### src/sv/mrt_pkg.sv
// Shared constants, types and the CRC-16/Modbus byte step for the read transaction unit.
`timescale 1ns / 1ps

package mrt_pkg;

  // Reply buffer size in bytes; valid range 8 to 256.
  localparam int BUFFER_DEPTH = 256;
  localparam int ADDR_W       = $clog2(BUFFER_DEPTH);
  localparam int LEN_W        = $clog2(BUFFER_DEPTH + 1);

  // Command queue between the front and back parts.
  localparam int QUEUE_DEPTH  = 4;
  localparam int QPTR_W       = $clog2(QUEUE_DEPTH);
  localparam int QCNT_W       = $clog2(QUEUE_DEPTH + 1);

  // Input function codes.
  localparam logic [1:0] FUNC_START = 2'd0;
  localparam logic [1:0] FUNC_RX    = 2'd1;
  localparam logic [1:0] FUNC_END   = 2'd2;
  localparam logic [1:0] FUNC_READ  = 2'd3;

  // Result kinds, also used as command kinds in the queue.
  localparam logic [1:0] KIND_REQ    = 2'd0;
  localparam logic [1:0] KIND_STATUS = 2'd1;
  localparam logic [1:0] KIND_READ   = 2'd2;

  localparam logic [15:0] CRC_INIT       = 16'hFFFF;
  localparam logic [15:0] CRC_POLY       = 16'hA001;
  localparam logic [7:0]  MB_FUNC_READ   = 8'h03;
  localparam logic [7:0]  LEAD_ZERO      = 8'h00;
  localparam int          FRAME_OVERHEAD = 5;
  localparam int          REQ_BEATS      = 8;
  localparam int          BEAT_W         = $clog2(REQ_BEATS);

  typedef struct packed {
    logic [1:0]  kind;
    logic [7:0]  data;
    logic        ok;
    logic [7:0]  cnt;
    logic [7:0]  addr;
    logic [15:0] first;
    logic [15:0] count;
  } cmd_t;

  typedef struct packed {
    logic pop;
    logic mid_request;
  } bk_stat_t;

  // One byte of CRC-16/Modbus, reflected, LSB first.
  function automatic logic [15:0] crc_byte(input logic [15:0] crc_in, input logic [7:0] b);
    logic [15:0] c;
    c = crc_in ^ {8'h00, b};
    for (int k = 0; k < 8; k++) begin
      if (c[0]) begin
        c = (c >> 1) ^ CRC_POLY;
      end else begin
        c = c >> 1;
      end
    end
    return c;
  endfunction

endpackage

### src/sv/modbus_rtu_read_transaction_unit.sv
// A result passes through the front command register, the command queue and the back output register.
// Throughput: one item per cycle while in_stall is low; a start item's eight request bytes leave
// one per cycle while out_stall is low, so the 8-beat back-part request sequencer sets their rate.
// Receive items produce no result and never wait on the back part unless the queue is full.
// Reset (rst_n low, synchronous) empties the queue and pipeline and restores the initial state;
// the reply buffer itself is not cleared, since only written bytes are ever read back.
`timescale 1ns / 1ps

module modbus_rtu_read_transaction_unit
  import mrt_pkg::*;
(
  input  logic        clk,
  input  logic        rst_n,
  input  logic        in_valid,
  output logic        in_stall,
  input  logic [1:0]  in_func,
  input  logic [7:0]  in_slave_address,
  input  logic [15:0] in_first_register,
  input  logic [15:0] in_register_count,
  input  logic [7:0]  in_rx_byte,
  input  logic [7:0]  in_read_index,
  output logic        out_valid,
  input  logic        out_stall,
  output logic [1:0]  out_kind,
  output logic [7:0]  out_byte,
  output logic        out_last,
  output logic        out_frame_ok,
  output logic [7:0]  out_data_count
);

  // The front part takes every input transfer. Receive bytes are written to the
  // reply buffer and folded into a CRC that runs two bytes behind, so that at the
  // end of the reply it covers everything except the trailing CRC. Start, end and
  // read items become commands; the end check and the buffer read happen in the
  // front so that later receive bytes cannot disturb them.
  logic     q_full;
  logic     push_valid;
  cmd_t     push_cmd;
  logic     q_head_valid;
  cmd_t     q_head;
  bk_stat_t bk_stat;

  mrt_front u_front (
    .clk               (clk),
    .rst_n             (rst_n),
    .in_valid          (in_valid),
    .in_stall          (in_stall),
    .in_func           (in_func),
    .in_slave_address  (in_slave_address),
    .in_first_register (in_first_register),
    .in_register_count (in_register_count),
    .in_rx_byte        (in_rx_byte),
    .in_read_index     (in_read_index),
    .q_full            (q_full),
    .push_valid        (push_valid),
    .push_cmd          (push_cmd)
  );

  // A short queue lets the front keep accepting while the back part sends the
  // eight bytes of a request or waits on a stalled output.
  mrt_queue u_queue (
    .clk        (clk),
    .rst_n      (rst_n),
    .push_valid (push_valid),
    .push_cmd   (push_cmd),
    .full       (q_full),
    .pop        (bk_stat.pop),
    .head_valid (q_head_valid),
    .head_cmd   (q_head)
  );

  // The back part turns each command into result transfers through a single
  // output register; a request command stays at the head of the queue until its
  // last byte has been loaded.
  mrt_back u_back (
    .clk            (clk),
    .rst_n          (rst_n),
    .head_valid     (q_head_valid),
    .head_cmd       (q_head),
    .stat           (bk_stat),
    .out_valid      (out_valid),
    .out_stall      (out_stall),
    .out_kind       (out_kind),
    .out_byte       (out_byte),
    .out_last       (out_last),
    .out_frame_ok   (out_frame_ok),
    .out_data_count (out_data_count)
  );

`ifndef SYNTHESIS
  // Part way through a request, the head of the queue must still be that request.
  a_mid_request_head: assert property (@(posedge clk) disable iff (!rst_n)
    bk_stat.mid_request |-> (q_head_valid && (q_head.kind == KIND_REQ)))
    else $error("request sequencer running without a request at the queue head");

  // The back part never pops an empty queue.
  a_no_empty_pop: assert property (@(posedge clk) disable iff (!rst_n)
    bk_stat.pop |-> q_head_valid)
    else $error("pop from an empty command queue");

  // Only request bytes carry the last flag.
  a_last_is_request: assert property (@(posedge clk) disable iff (!rst_n)
    (out_valid && out_last) |-> (out_kind == KIND_REQ))
    else $error("last flag on a result that is not a request byte");

  // A passing frame status always reports an even byte count.
  a_ok_count: assert property (@(posedge clk) disable iff (!rst_n)
    (out_valid && out_frame_ok) |-> ((out_kind == KIND_STATUS) && !out_data_count[0]))
    else $error("frame ok on a result that is not a well-formed status");
`endif

endmodule

### src/sv/mrt_queue.sv
// Small command queue that decouples the front part from the back part.
`timescale 1ns / 1ps

module mrt_queue
  import mrt_pkg::*;
(
  input  logic clk,
  input  logic rst_n,
  input  logic push_valid,
  input  cmd_t push_cmd,
  output logic full,
  input  logic pop,
  output logic head_valid,
  output cmd_t head_cmd
);

  cmd_t              q_mem_r [QUEUE_DEPTH];
  logic [QPTR_W-1:0] wr_ptr_r, wr_ptr_nxt;
  logic [QPTR_W-1:0] rd_ptr_r, rd_ptr_nxt;
  logic [QCNT_W-1:0] cnt_r, cnt_nxt;
  logic              push_ok;
  logic              pop_ok;

  assign full       = (cnt_r == QCNT_W'(QUEUE_DEPTH));
  assign head_valid = (cnt_r != '0);
  assign head_cmd   = q_mem_r[rd_ptr_r];
  assign push_ok    = push_valid && !full;
  assign pop_ok     = pop && head_valid;

  always_comb begin
    wr_ptr_nxt = wr_ptr_r;
    rd_ptr_nxt = rd_ptr_r;
    cnt_nxt    = cnt_r;
    if (push_ok) begin
      wr_ptr_nxt = (wr_ptr_r == QPTR_W'(QUEUE_DEPTH - 1)) ? '0 : wr_ptr_r + 1'b1;
    end
    if (pop_ok) begin
      rd_ptr_nxt = (rd_ptr_r == QPTR_W'(QUEUE_DEPTH - 1)) ? '0 : rd_ptr_r + 1'b1;
    end
    if (push_ok && !pop_ok) begin
      cnt_nxt = cnt_r + 1'b1;
    end else if (pop_ok && !push_ok) begin
      cnt_nxt = cnt_r - 1'b1;
    end
  end

  always_ff @(posedge clk) begin
    if (!rst_n) begin
      wr_ptr_r <= '0;
      rd_ptr_r <= '0;
      cnt_r    <= '0;
    end else begin
      wr_ptr_r <= wr_ptr_nxt;
      rd_ptr_r <= rd_ptr_nxt;
      cnt_r    <= cnt_nxt;
    end
  end

  always_ff @(posedge clk) begin
    if (push_ok) begin
      q_mem_r[wr_ptr_r] <= push_cmd;
    end
  end

endmodule

### src/sv/mrt_front.sv
// Front part: accepts items, tracks the reply buffer, CRC and checks, and issues commands.
`timescale 1ns / 1ps

module mrt_front
  import mrt_pkg::*;
(
  input  logic        clk,
  input  logic        rst_n,
  input  logic        in_valid,
  output logic        in_stall,
  input  logic [1:0]  in_func,
  input  logic [7:0]  in_slave_address,
  input  logic [15:0] in_first_register,
  input  logic [15:0] in_register_count,
  input  logic [7:0]  in_rx_byte,
  input  logic [7:0]  in_read_index,
  input  logic        q_full,
  output logic        push_valid,
  output cmd_t        push_cmd
);

  logic [7:0]       rx_store_r [BUFFER_DEPTH];
  logic [7:0]       rd_data_r;
  logic [7:0]       hd_r [4];

  logic [LEN_W-1:0] rx_len_r, rx_len_nxt;
  logic [15:0]      crc_r, crc_nxt;
  logic [15:0]      tail_r, tail_nxt;
  logic             lzp_r, lzp_nxt;
  logic [7:0]       target_addr_r, target_addr_nxt;
  logic [15:0]      target_count_r, target_count_nxt;
  logic             reply_valid_r, reply_valid_nxt;

  logic             b_valid_r, b_valid_nxt;
  cmd_t             b_cmd_r, b_cmd_nxt;
  logic             b_hit_r, b_hit_nxt;

  logic             accept;
  logic             a_load;
  logic             rx_take;
  logic             rd_en;
  logic [8:0]       rd_idx;
  logic [7:0]       fa0, fa1, fa2;
  logic [LEN_W-1:0] len_f;
  logic [15:0]      rcv_crc;
  logic             frame_ok;
  logic             rd_hit;

  assign in_stall = b_valid_r && q_full;
  assign accept   = in_valid && !in_stall;
  assign a_load   = accept && (in_func != FUNC_RX);
  assign rx_take  = accept && (in_func == FUNC_RX) && (rx_len_r < LEN_W'(BUFFER_DEPTH));

  // Frame view skips a discarded leading zero.
  assign fa0     = lzp_r ? hd_r[1] : hd_r[0];
  assign fa1     = lzp_r ? hd_r[2] : hd_r[1];
  assign fa2     = lzp_r ? hd_r[3] : hd_r[2];
  assign len_f   = rx_len_r - LEN_W'(lzp_r);
  assign rcv_crc = {tail_r[7:0], tail_r[15:8]};

  assign frame_ok = (len_f >= LEN_W'(FRAME_OVERHEAD)) &&
                    (crc_r == rcv_crc) &&
                    (fa0 == target_addr_r) &&
                    (fa1 == MB_FUNC_READ) &&
                    (17'(fa2) == {target_count_r, 1'b0}) &&
                    (10'(len_f) == 10'(fa2) + 10'(FRAME_OVERHEAD));

  assign rd_hit = reply_valid_r && (in_read_index < fa2);
  assign rd_idx = 9'(in_read_index) + 9'd3 + 9'(lzp_r);
  assign rd_en  = accept && (in_func == FUNC_READ) && rd_hit;

  always_comb begin
    rx_len_nxt       = rx_len_r;
    crc_nxt          = crc_r;
    tail_nxt         = tail_r;
    lzp_nxt          = lzp_r;
    target_addr_nxt  = target_addr_r;
    target_count_nxt = target_count_r;
    reply_valid_nxt  = reply_valid_r;
    b_cmd_nxt        = b_cmd_r;
    b_hit_nxt        = b_hit_r;
    b_valid_nxt      = b_valid_r;

    if (rx_take) begin
      if ((rx_len_r == LEN_W'(1)) && (hd_r[0] == LEAD_ZERO) &&
          (in_rx_byte == target_addr_r)) begin
        lzp_nxt = 1'b1;
      end
      // The CRC trails the newest byte by two, so the received CRC never enters it.
      if ((rx_len_r >= LEN_W'(2)) && !((rx_len_r == LEN_W'(2)) && lzp_r)) begin
        crc_nxt = crc_byte(crc_r, tail_r[15:8]);
      end
      tail_nxt   = {tail_r[7:0], in_rx_byte};
      rx_len_nxt = rx_len_r + 1'b1;
    end

    if (accept && (in_func == FUNC_START)) begin
      target_addr_nxt  = in_slave_address;
      target_count_nxt = in_register_count;
      rx_len_nxt       = '0;
      crc_nxt          = CRC_INIT;
      tail_nxt         = '0;
      lzp_nxt          = 1'b0;
      reply_valid_nxt  = 1'b0;
    end

    if (accept && (in_func == FUNC_END)) begin
      reply_valid_nxt = frame_ok;
    end

    if (!b_valid_r || !q_full) begin
      b_valid_nxt = a_load;
      if (a_load) begin
        b_cmd_nxt       = '0;
        b_hit_nxt       = 1'b0;
        case (in_func)
          FUNC_START: begin
            b_cmd_nxt.kind  = KIND_REQ;
            b_cmd_nxt.addr  = in_slave_address;
            b_cmd_nxt.first = in_first_register;
            b_cmd_nxt.count = in_register_count;
          end
          FUNC_END: begin
            b_cmd_nxt.kind = KIND_STATUS;
            b_cmd_nxt.ok   = frame_ok;
            b_cmd_nxt.cnt  = frame_ok ? fa2 : 8'h00;
          end
          FUNC_READ: begin
            b_cmd_nxt.kind = KIND_READ;
            b_hit_nxt      = rd_hit;
          end
          default: begin
            b_cmd_nxt = '0;
          end
        endcase
      end
    end
  end

  always_ff @(posedge clk) begin
    if (!rst_n) begin
      rx_len_r       <= '0;
      crc_r          <= CRC_INIT;
      tail_r         <= '0;
      lzp_r          <= 1'b0;
      target_addr_r  <= '0;
      target_count_r <= '0;
      reply_valid_r  <= 1'b0;
      b_valid_r      <= 1'b0;
    end else begin
      rx_len_r       <= rx_len_nxt;
      crc_r          <= crc_nxt;
      tail_r         <= tail_nxt;
      lzp_r          <= lzp_nxt;
      target_addr_r  <= target_addr_nxt;
      target_count_r <= target_count_nxt;
      reply_valid_r  <= reply_valid_nxt;
      b_valid_r      <= b_valid_nxt;
    end
  end

  always_ff @(posedge clk) begin
    b_cmd_r <= b_cmd_nxt;
    b_hit_r <= b_hit_nxt;
    if (rx_take && (rx_len_r < LEN_W'(4))) begin
      hd_r[rx_len_r[1:0]] <= in_rx_byte;
    end
  end

  // Reply buffer: one write or one registered read per cycle.
  always_ff @(posedge clk) begin
    if (rx_take) begin
      rx_store_r[rx_len_r[ADDR_W-1:0]] <= in_rx_byte;
    end
    if (rd_en) begin
      rd_data_r <= rx_store_r[rd_idx[ADDR_W-1:0]];
    end
  end

  always_comb begin
    push_cmd = b_cmd_r;
    if (b_hit_r) begin
      push_cmd.data = rd_data_r;
    end
  end

  assign push_valid = b_valid_r;

endmodule

### src/sv/mrt_back.sv
// Back part: executes queued commands and drives the registered result channel.
`timescale 1ns / 1ps

module mrt_back
  import mrt_pkg::*;
(
  input  logic        clk,
  input  logic        rst_n,
  input  logic        head_valid,
  input  cmd_t        head_cmd,
  output bk_stat_t    stat,
  output logic        out_valid,
  input  logic        out_stall,
  output logic [1:0]  out_kind,
  output logic [7:0]  out_byte,
  output logic        out_last,
  output logic        out_frame_ok,
  output logic [7:0]  out_data_count
);

  logic [BEAT_W-1:0] beat_r, beat_nxt;
  logic [15:0]       crc_r, crc_nxt;
  logic              out_valid_r, out_valid_nxt;
  logic [1:0]        kind_r, kind_nxt;
  logic [7:0]        byte_r, byte_nxt;
  logic              last_r, last_nxt;
  logic              ok_r, ok_nxt;
  logic [7:0]        cnt_r, cnt_nxt;

  logic              load;
  logic [7:0]        req_byte;
  logic              req_last;

  assign load = head_valid && (!out_valid_r || !out_stall);
  assign req_last = (beat_r == BEAT_W'(REQ_BEATS - 1));

  always_comb begin
    case (beat_r)
      3'd0:    req_byte = head_cmd.addr;
      3'd1:    req_byte = MB_FUNC_READ;
      3'd2:    req_byte = head_cmd.first[15:8];
      3'd3:    req_byte = head_cmd.first[7:0];
      3'd4:    req_byte = head_cmd.count[15:8];
      3'd5:    req_byte = head_cmd.count[7:0];
      3'd6:    req_byte = crc_r[7:0];
      default: req_byte = crc_r[15:8];
    endcase
  end

  always_comb begin
    beat_nxt         = beat_r;
    crc_nxt          = crc_r;
    kind_nxt         = kind_r;
    byte_nxt         = byte_r;
    last_nxt         = last_r;
    ok_nxt           = ok_r;
    cnt_nxt          = cnt_r;
    out_valid_nxt    = out_valid_r && out_stall;
    stat.pop         = 1'b0;
    stat.mid_request = (beat_r != '0);

    if (load) begin
      out_valid_nxt = 1'b1;
      kind_nxt      = head_cmd.kind;
      byte_nxt      = 8'h00;
      last_nxt      = 1'b0;
      ok_nxt        = 1'b0;
      cnt_nxt       = 8'h00;
      if (head_cmd.kind == KIND_REQ) begin
        byte_nxt = req_byte;
        last_nxt = req_last;
        // The request CRC is built one byte per beat as the header goes out.
        if (beat_r < BEAT_W'(6)) begin
          crc_nxt = crc_byte((beat_r == '0) ? CRC_INIT : crc_r, req_byte);
        end
        beat_nxt = req_last ? '0 : beat_r + 1'b1;
        stat.pop = req_last;
      end else begin
        byte_nxt = head_cmd.data;
        ok_nxt   = head_cmd.ok;
        cnt_nxt  = head_cmd.cnt;
        stat.pop = 1'b1;
      end
    end
  end

  always_ff @(posedge clk) begin
    if (!rst_n) begin
      beat_r      <= '0;
      out_valid_r <= 1'b0;
    end else begin
      beat_r      <= beat_nxt;
      out_valid_r <= out_valid_nxt;
    end
  end

  always_ff @(posedge clk) begin
    crc_r  <= crc_nxt;
    kind_r <= kind_nxt;
    byte_r <= byte_nxt;
    last_r <= last_nxt;
    ok_r   <= ok_nxt;
    cnt_r  <= cnt_nxt;
  end

  assign out_valid        = out_valid_r;
  assign out_kind         = kind_r;
  assign out_byte         = byte_r;
  assign out_last         = last_r;
  assign out_frame_ok     = ok_r;
  assign out_data_count   = cnt_r;

endmodule
### config.mk
export PLATFORM = sky130hd
export DESIGN_NAME = modbus_rtu_read_transaction_unit
export DESIGN_NICKNAME = d
export VERILOG_FILES = /design/src/sv/mrt_pkg.sv /design/src/sv/modbus_rtu_read_transaction_unit.sv /design/src/sv/mrt_queue.sv /design/src/sv/mrt_front.sv /design/src/sv/mrt_back.sv
export SDC_FILE = /design/constraint.sdc
export NUM_CORES = 2
export LEC_CHECK = 0
export BUFFER_PORTS_ARGS = -buffer_cell sky130_fd_sc_hd__buf_2
export CORE_ASPECT_RATIO = 2
export CORE_MARGIN = 1
export CORE_UTILIZATION = 68
export CTS_BUF_LIST = sky130_fd_sc_hd__clkbuf_8 sky130_fd_sc_hd__clkbuf_16
export DETAILED_ROUTE_END_ITERATION = 8
export PLACE_DENSITY_LB_ADDON = 0.15
export SKIP_LAST_GASP = 1
export SYNTH_ARGS = -nofsm -noshare
export SYNTH_HDL_FRONTEND = slang
export SYNTH_HIERARCHICAL = 1
export SYNTH_SLANG_ARGS = --single-unit
export TNS_END_PERCENT = 50
### constraint.sdc
create_clock -name clk -period 15.3 [get_ports clk]
set_clock_uncertainty 0.05 [all_clocks]
set_input_delay 4.59 -clock clk [delete_from_list [all_inputs] [get_ports clk]]
set_output_delay 4.59 -clock clk [all_outputs]
set_load 0.05 [all_outputs]
==> flow_summary.json <==
{
  "status": "finished clean",
  "drt_pre_antenna_iters": 6,
  "finalInstanceArea_sq_um": 106000,
  "leakage_nw": 33.1,
  "cts_num_sinks": 2493,
  "clk_pin_slew_ns": 0.07,
  "detail_route.iter0.violations": 6106,
  "arrival_ns": 9.95,
  "fin_crit_sh_pct": 61.5,
  "clk_latency_ns": 0.83,
  "start_util_pct": 68.5,
  "die_y_um": 537,
  "ctsRootBufferMaster": "clkbuf_16",
  "startpoint_type": "primary input",
  "ir_drop_uv": 141,
  "vias_per_cell": 7.13,
  "layout_setup_ws_ns": 5.90,
  "grt.total_usage_pct": 35.0,
  "hold_class": "reg -> reg",
  "ant_nets": 0,
  "core_sq_um": 142000,
  "dp_cells": 6268,
  "multi_input_area_sq_um": 22200,
  "p_total_mw": 14.4,
  "routed-via-count": 47300,
  "wl_um": 248000,
  "mappedNetlistArea_sq_um": 97400,
  "fillers": 7485,
  "ys_warn_count": 6,
  "critPathRequiredTime_ns": 15.85,
  "dieArea_sq_um": 145000,
  "io_buffers": 83,
  "hold_buffers": 0,
  "rows": 196,
  "cts_resized": 0,
  "drv_slew": 0,
  "placed_cell_area_sq_um": 99900,
  "grt_pass1_vias": 49100,
  "postCtsSetupRepairBufs": 0,
  "min_period_ns": 9.40,
  "fmax_mhz": 106,
  "antenna_found_initial": 10,
  "hold_ws_ns": 0.419,
  "clk_path_buf_depth": 4,
  "instances_no_fill": 6638,
  "nNetsFinal": 4687,
  "area_growth_pct": 9.29,
  "hold_viol_final": 0,
  "die_width_um": 270,
  "tightest_slew_ns": 1.41,
  "regArea_sq_um": 74100,
  "avgSynthCellArea_sq_um": 21.8,
  "critPathKind": "in -> reg",
  "slew_headroom_pct": 5.84,
  "pre_cts_slack_ns": 5.05,
  "fin_setup_tns_ns": 0,
  "drc": 0,
  "htreeDepth": 4,
  "postSynthCellCount": 4467,
  "critical_path.max_fanout": 75,
  "overflow": 0,
  "setup_viol": 0,
  "routedWlPerCell_um": 37.3,
  "io_pins": 84,
  "gp_congestion": 0.928,
  "rsz0062_at_grt": "false",
  "cts_tree": "yes",
  "syn_nets": 4559,
  "layout-drive-gt1-share_pct": 25.6,
  "grt_max_degree": 225,
  "powerDensity_nw_per_um2": 135,
  "dp_hpwl_um": 150000,
  "cts_made_buffers": 206,
  "drv_cap": 0,
  "end_kind": "register",
  "grt_pass1_wl_um": 352000,
  "fin_util_pct": 74.8
}
## worst paths after layout
path                                         from                         endpoint  slack, ns  cells past startpoint
setup / recovery                 in_read_index[0]   u_front/rd_data_r[0]$_DFFE_PP_       5.90                     11
hold / removal    u_front/tail_r[14]$_SDFFE_PP0P_  u_front/tail_r[14]$_SDFFE_PP0P_       0.42                      2
setup reg to reg       u_front/lzp_r$_SDFFE_PP0P_   u_front/rd_data_r[0]$_DFFE_PP_       8.92                     11
hold reg to reg   u_front/tail_r[14]$_SDFFE_PP0P_  u_front/tail_r[14]$_SDFFE_PP0P_       0.42                      2
## metal layers
layer  track usage, %  part of all wire [%]  vias up
met5                0                 0.018        -
met4             22.5                   7.3        6
met3             4.82                   7.5      714
met2             64.4                    56     3017
met1             37.7                    30    24800
li1                 -                     -    18800
## cell usage in the layout, fill, tap and decap left out, drive strengths merged, types with 5 or more instances in the layout
cell and n:
nor2 316, mux2 6, nand3 31, nand4 14, a21boi 6, nor3 9, a32oi 5, a21oi 29
edfxtp 2412, clkbuf 213, clkinvlp 10, dfxtp 81, ha 29, o211ai 10, clkinv 80, diode 6
mux2i 21, a22oi 36, bufinv 21, o21ai 20, inv 60, mux4 699, o22ai 11, and3 6
or2 7, a22o 43, xnor3 8, xnor2 82, and2 68, a221o 9, nor2b 13, or3 5
a221oi 20, nand2 118, xor2 28, nor4 12, buf 166
## cell type report
cell class	instances	share of cell area [%]
antenna	6	0.0141
clock buffer	213	4.99
clock inverter	151	1.16
inverter	20	0.0705
multi-input combinational	1708	20.8
sequential	2493	69.6
tap	1881	2.21
timing repair buffer	166	1.12
## flip-flops by register name, indices dropped and copies added, names as in the netlist, 9 cells and up, named ones only
signal,flops
u_back/crc_r,16
u_front/crc_r,16
u_front/hd_r,32
u_front/push_cmd,51
u_front/rx_len_r,9
u_front/rx_store_r,2048
u_front/tail_r,16
u_front/target_count_r,16
u_queue/q_mem_r,236
## where the power goes
part	internal, mW	total (mW)	switching, mW
Clock	2.86	5.20	2.34
Sequential	7.60	7.66	0.0563
Combinational	0.624	1.51	0.889
Total	11.1	14.4	3.29
## critical path, cell delays in order
cell and delay [ns]:
buf_2 0.09, inv_1 0.08, ha_4 0.70, buf_12 0.55, buf_4 0.76, mux4_2 0.59, mux4_2 0.51, a22o_1 0.25
a221oi_1 0.76, o22ai_1 0.45, a221o_1 0.37
Note: power is estimated with default switching activity, not from simulation.
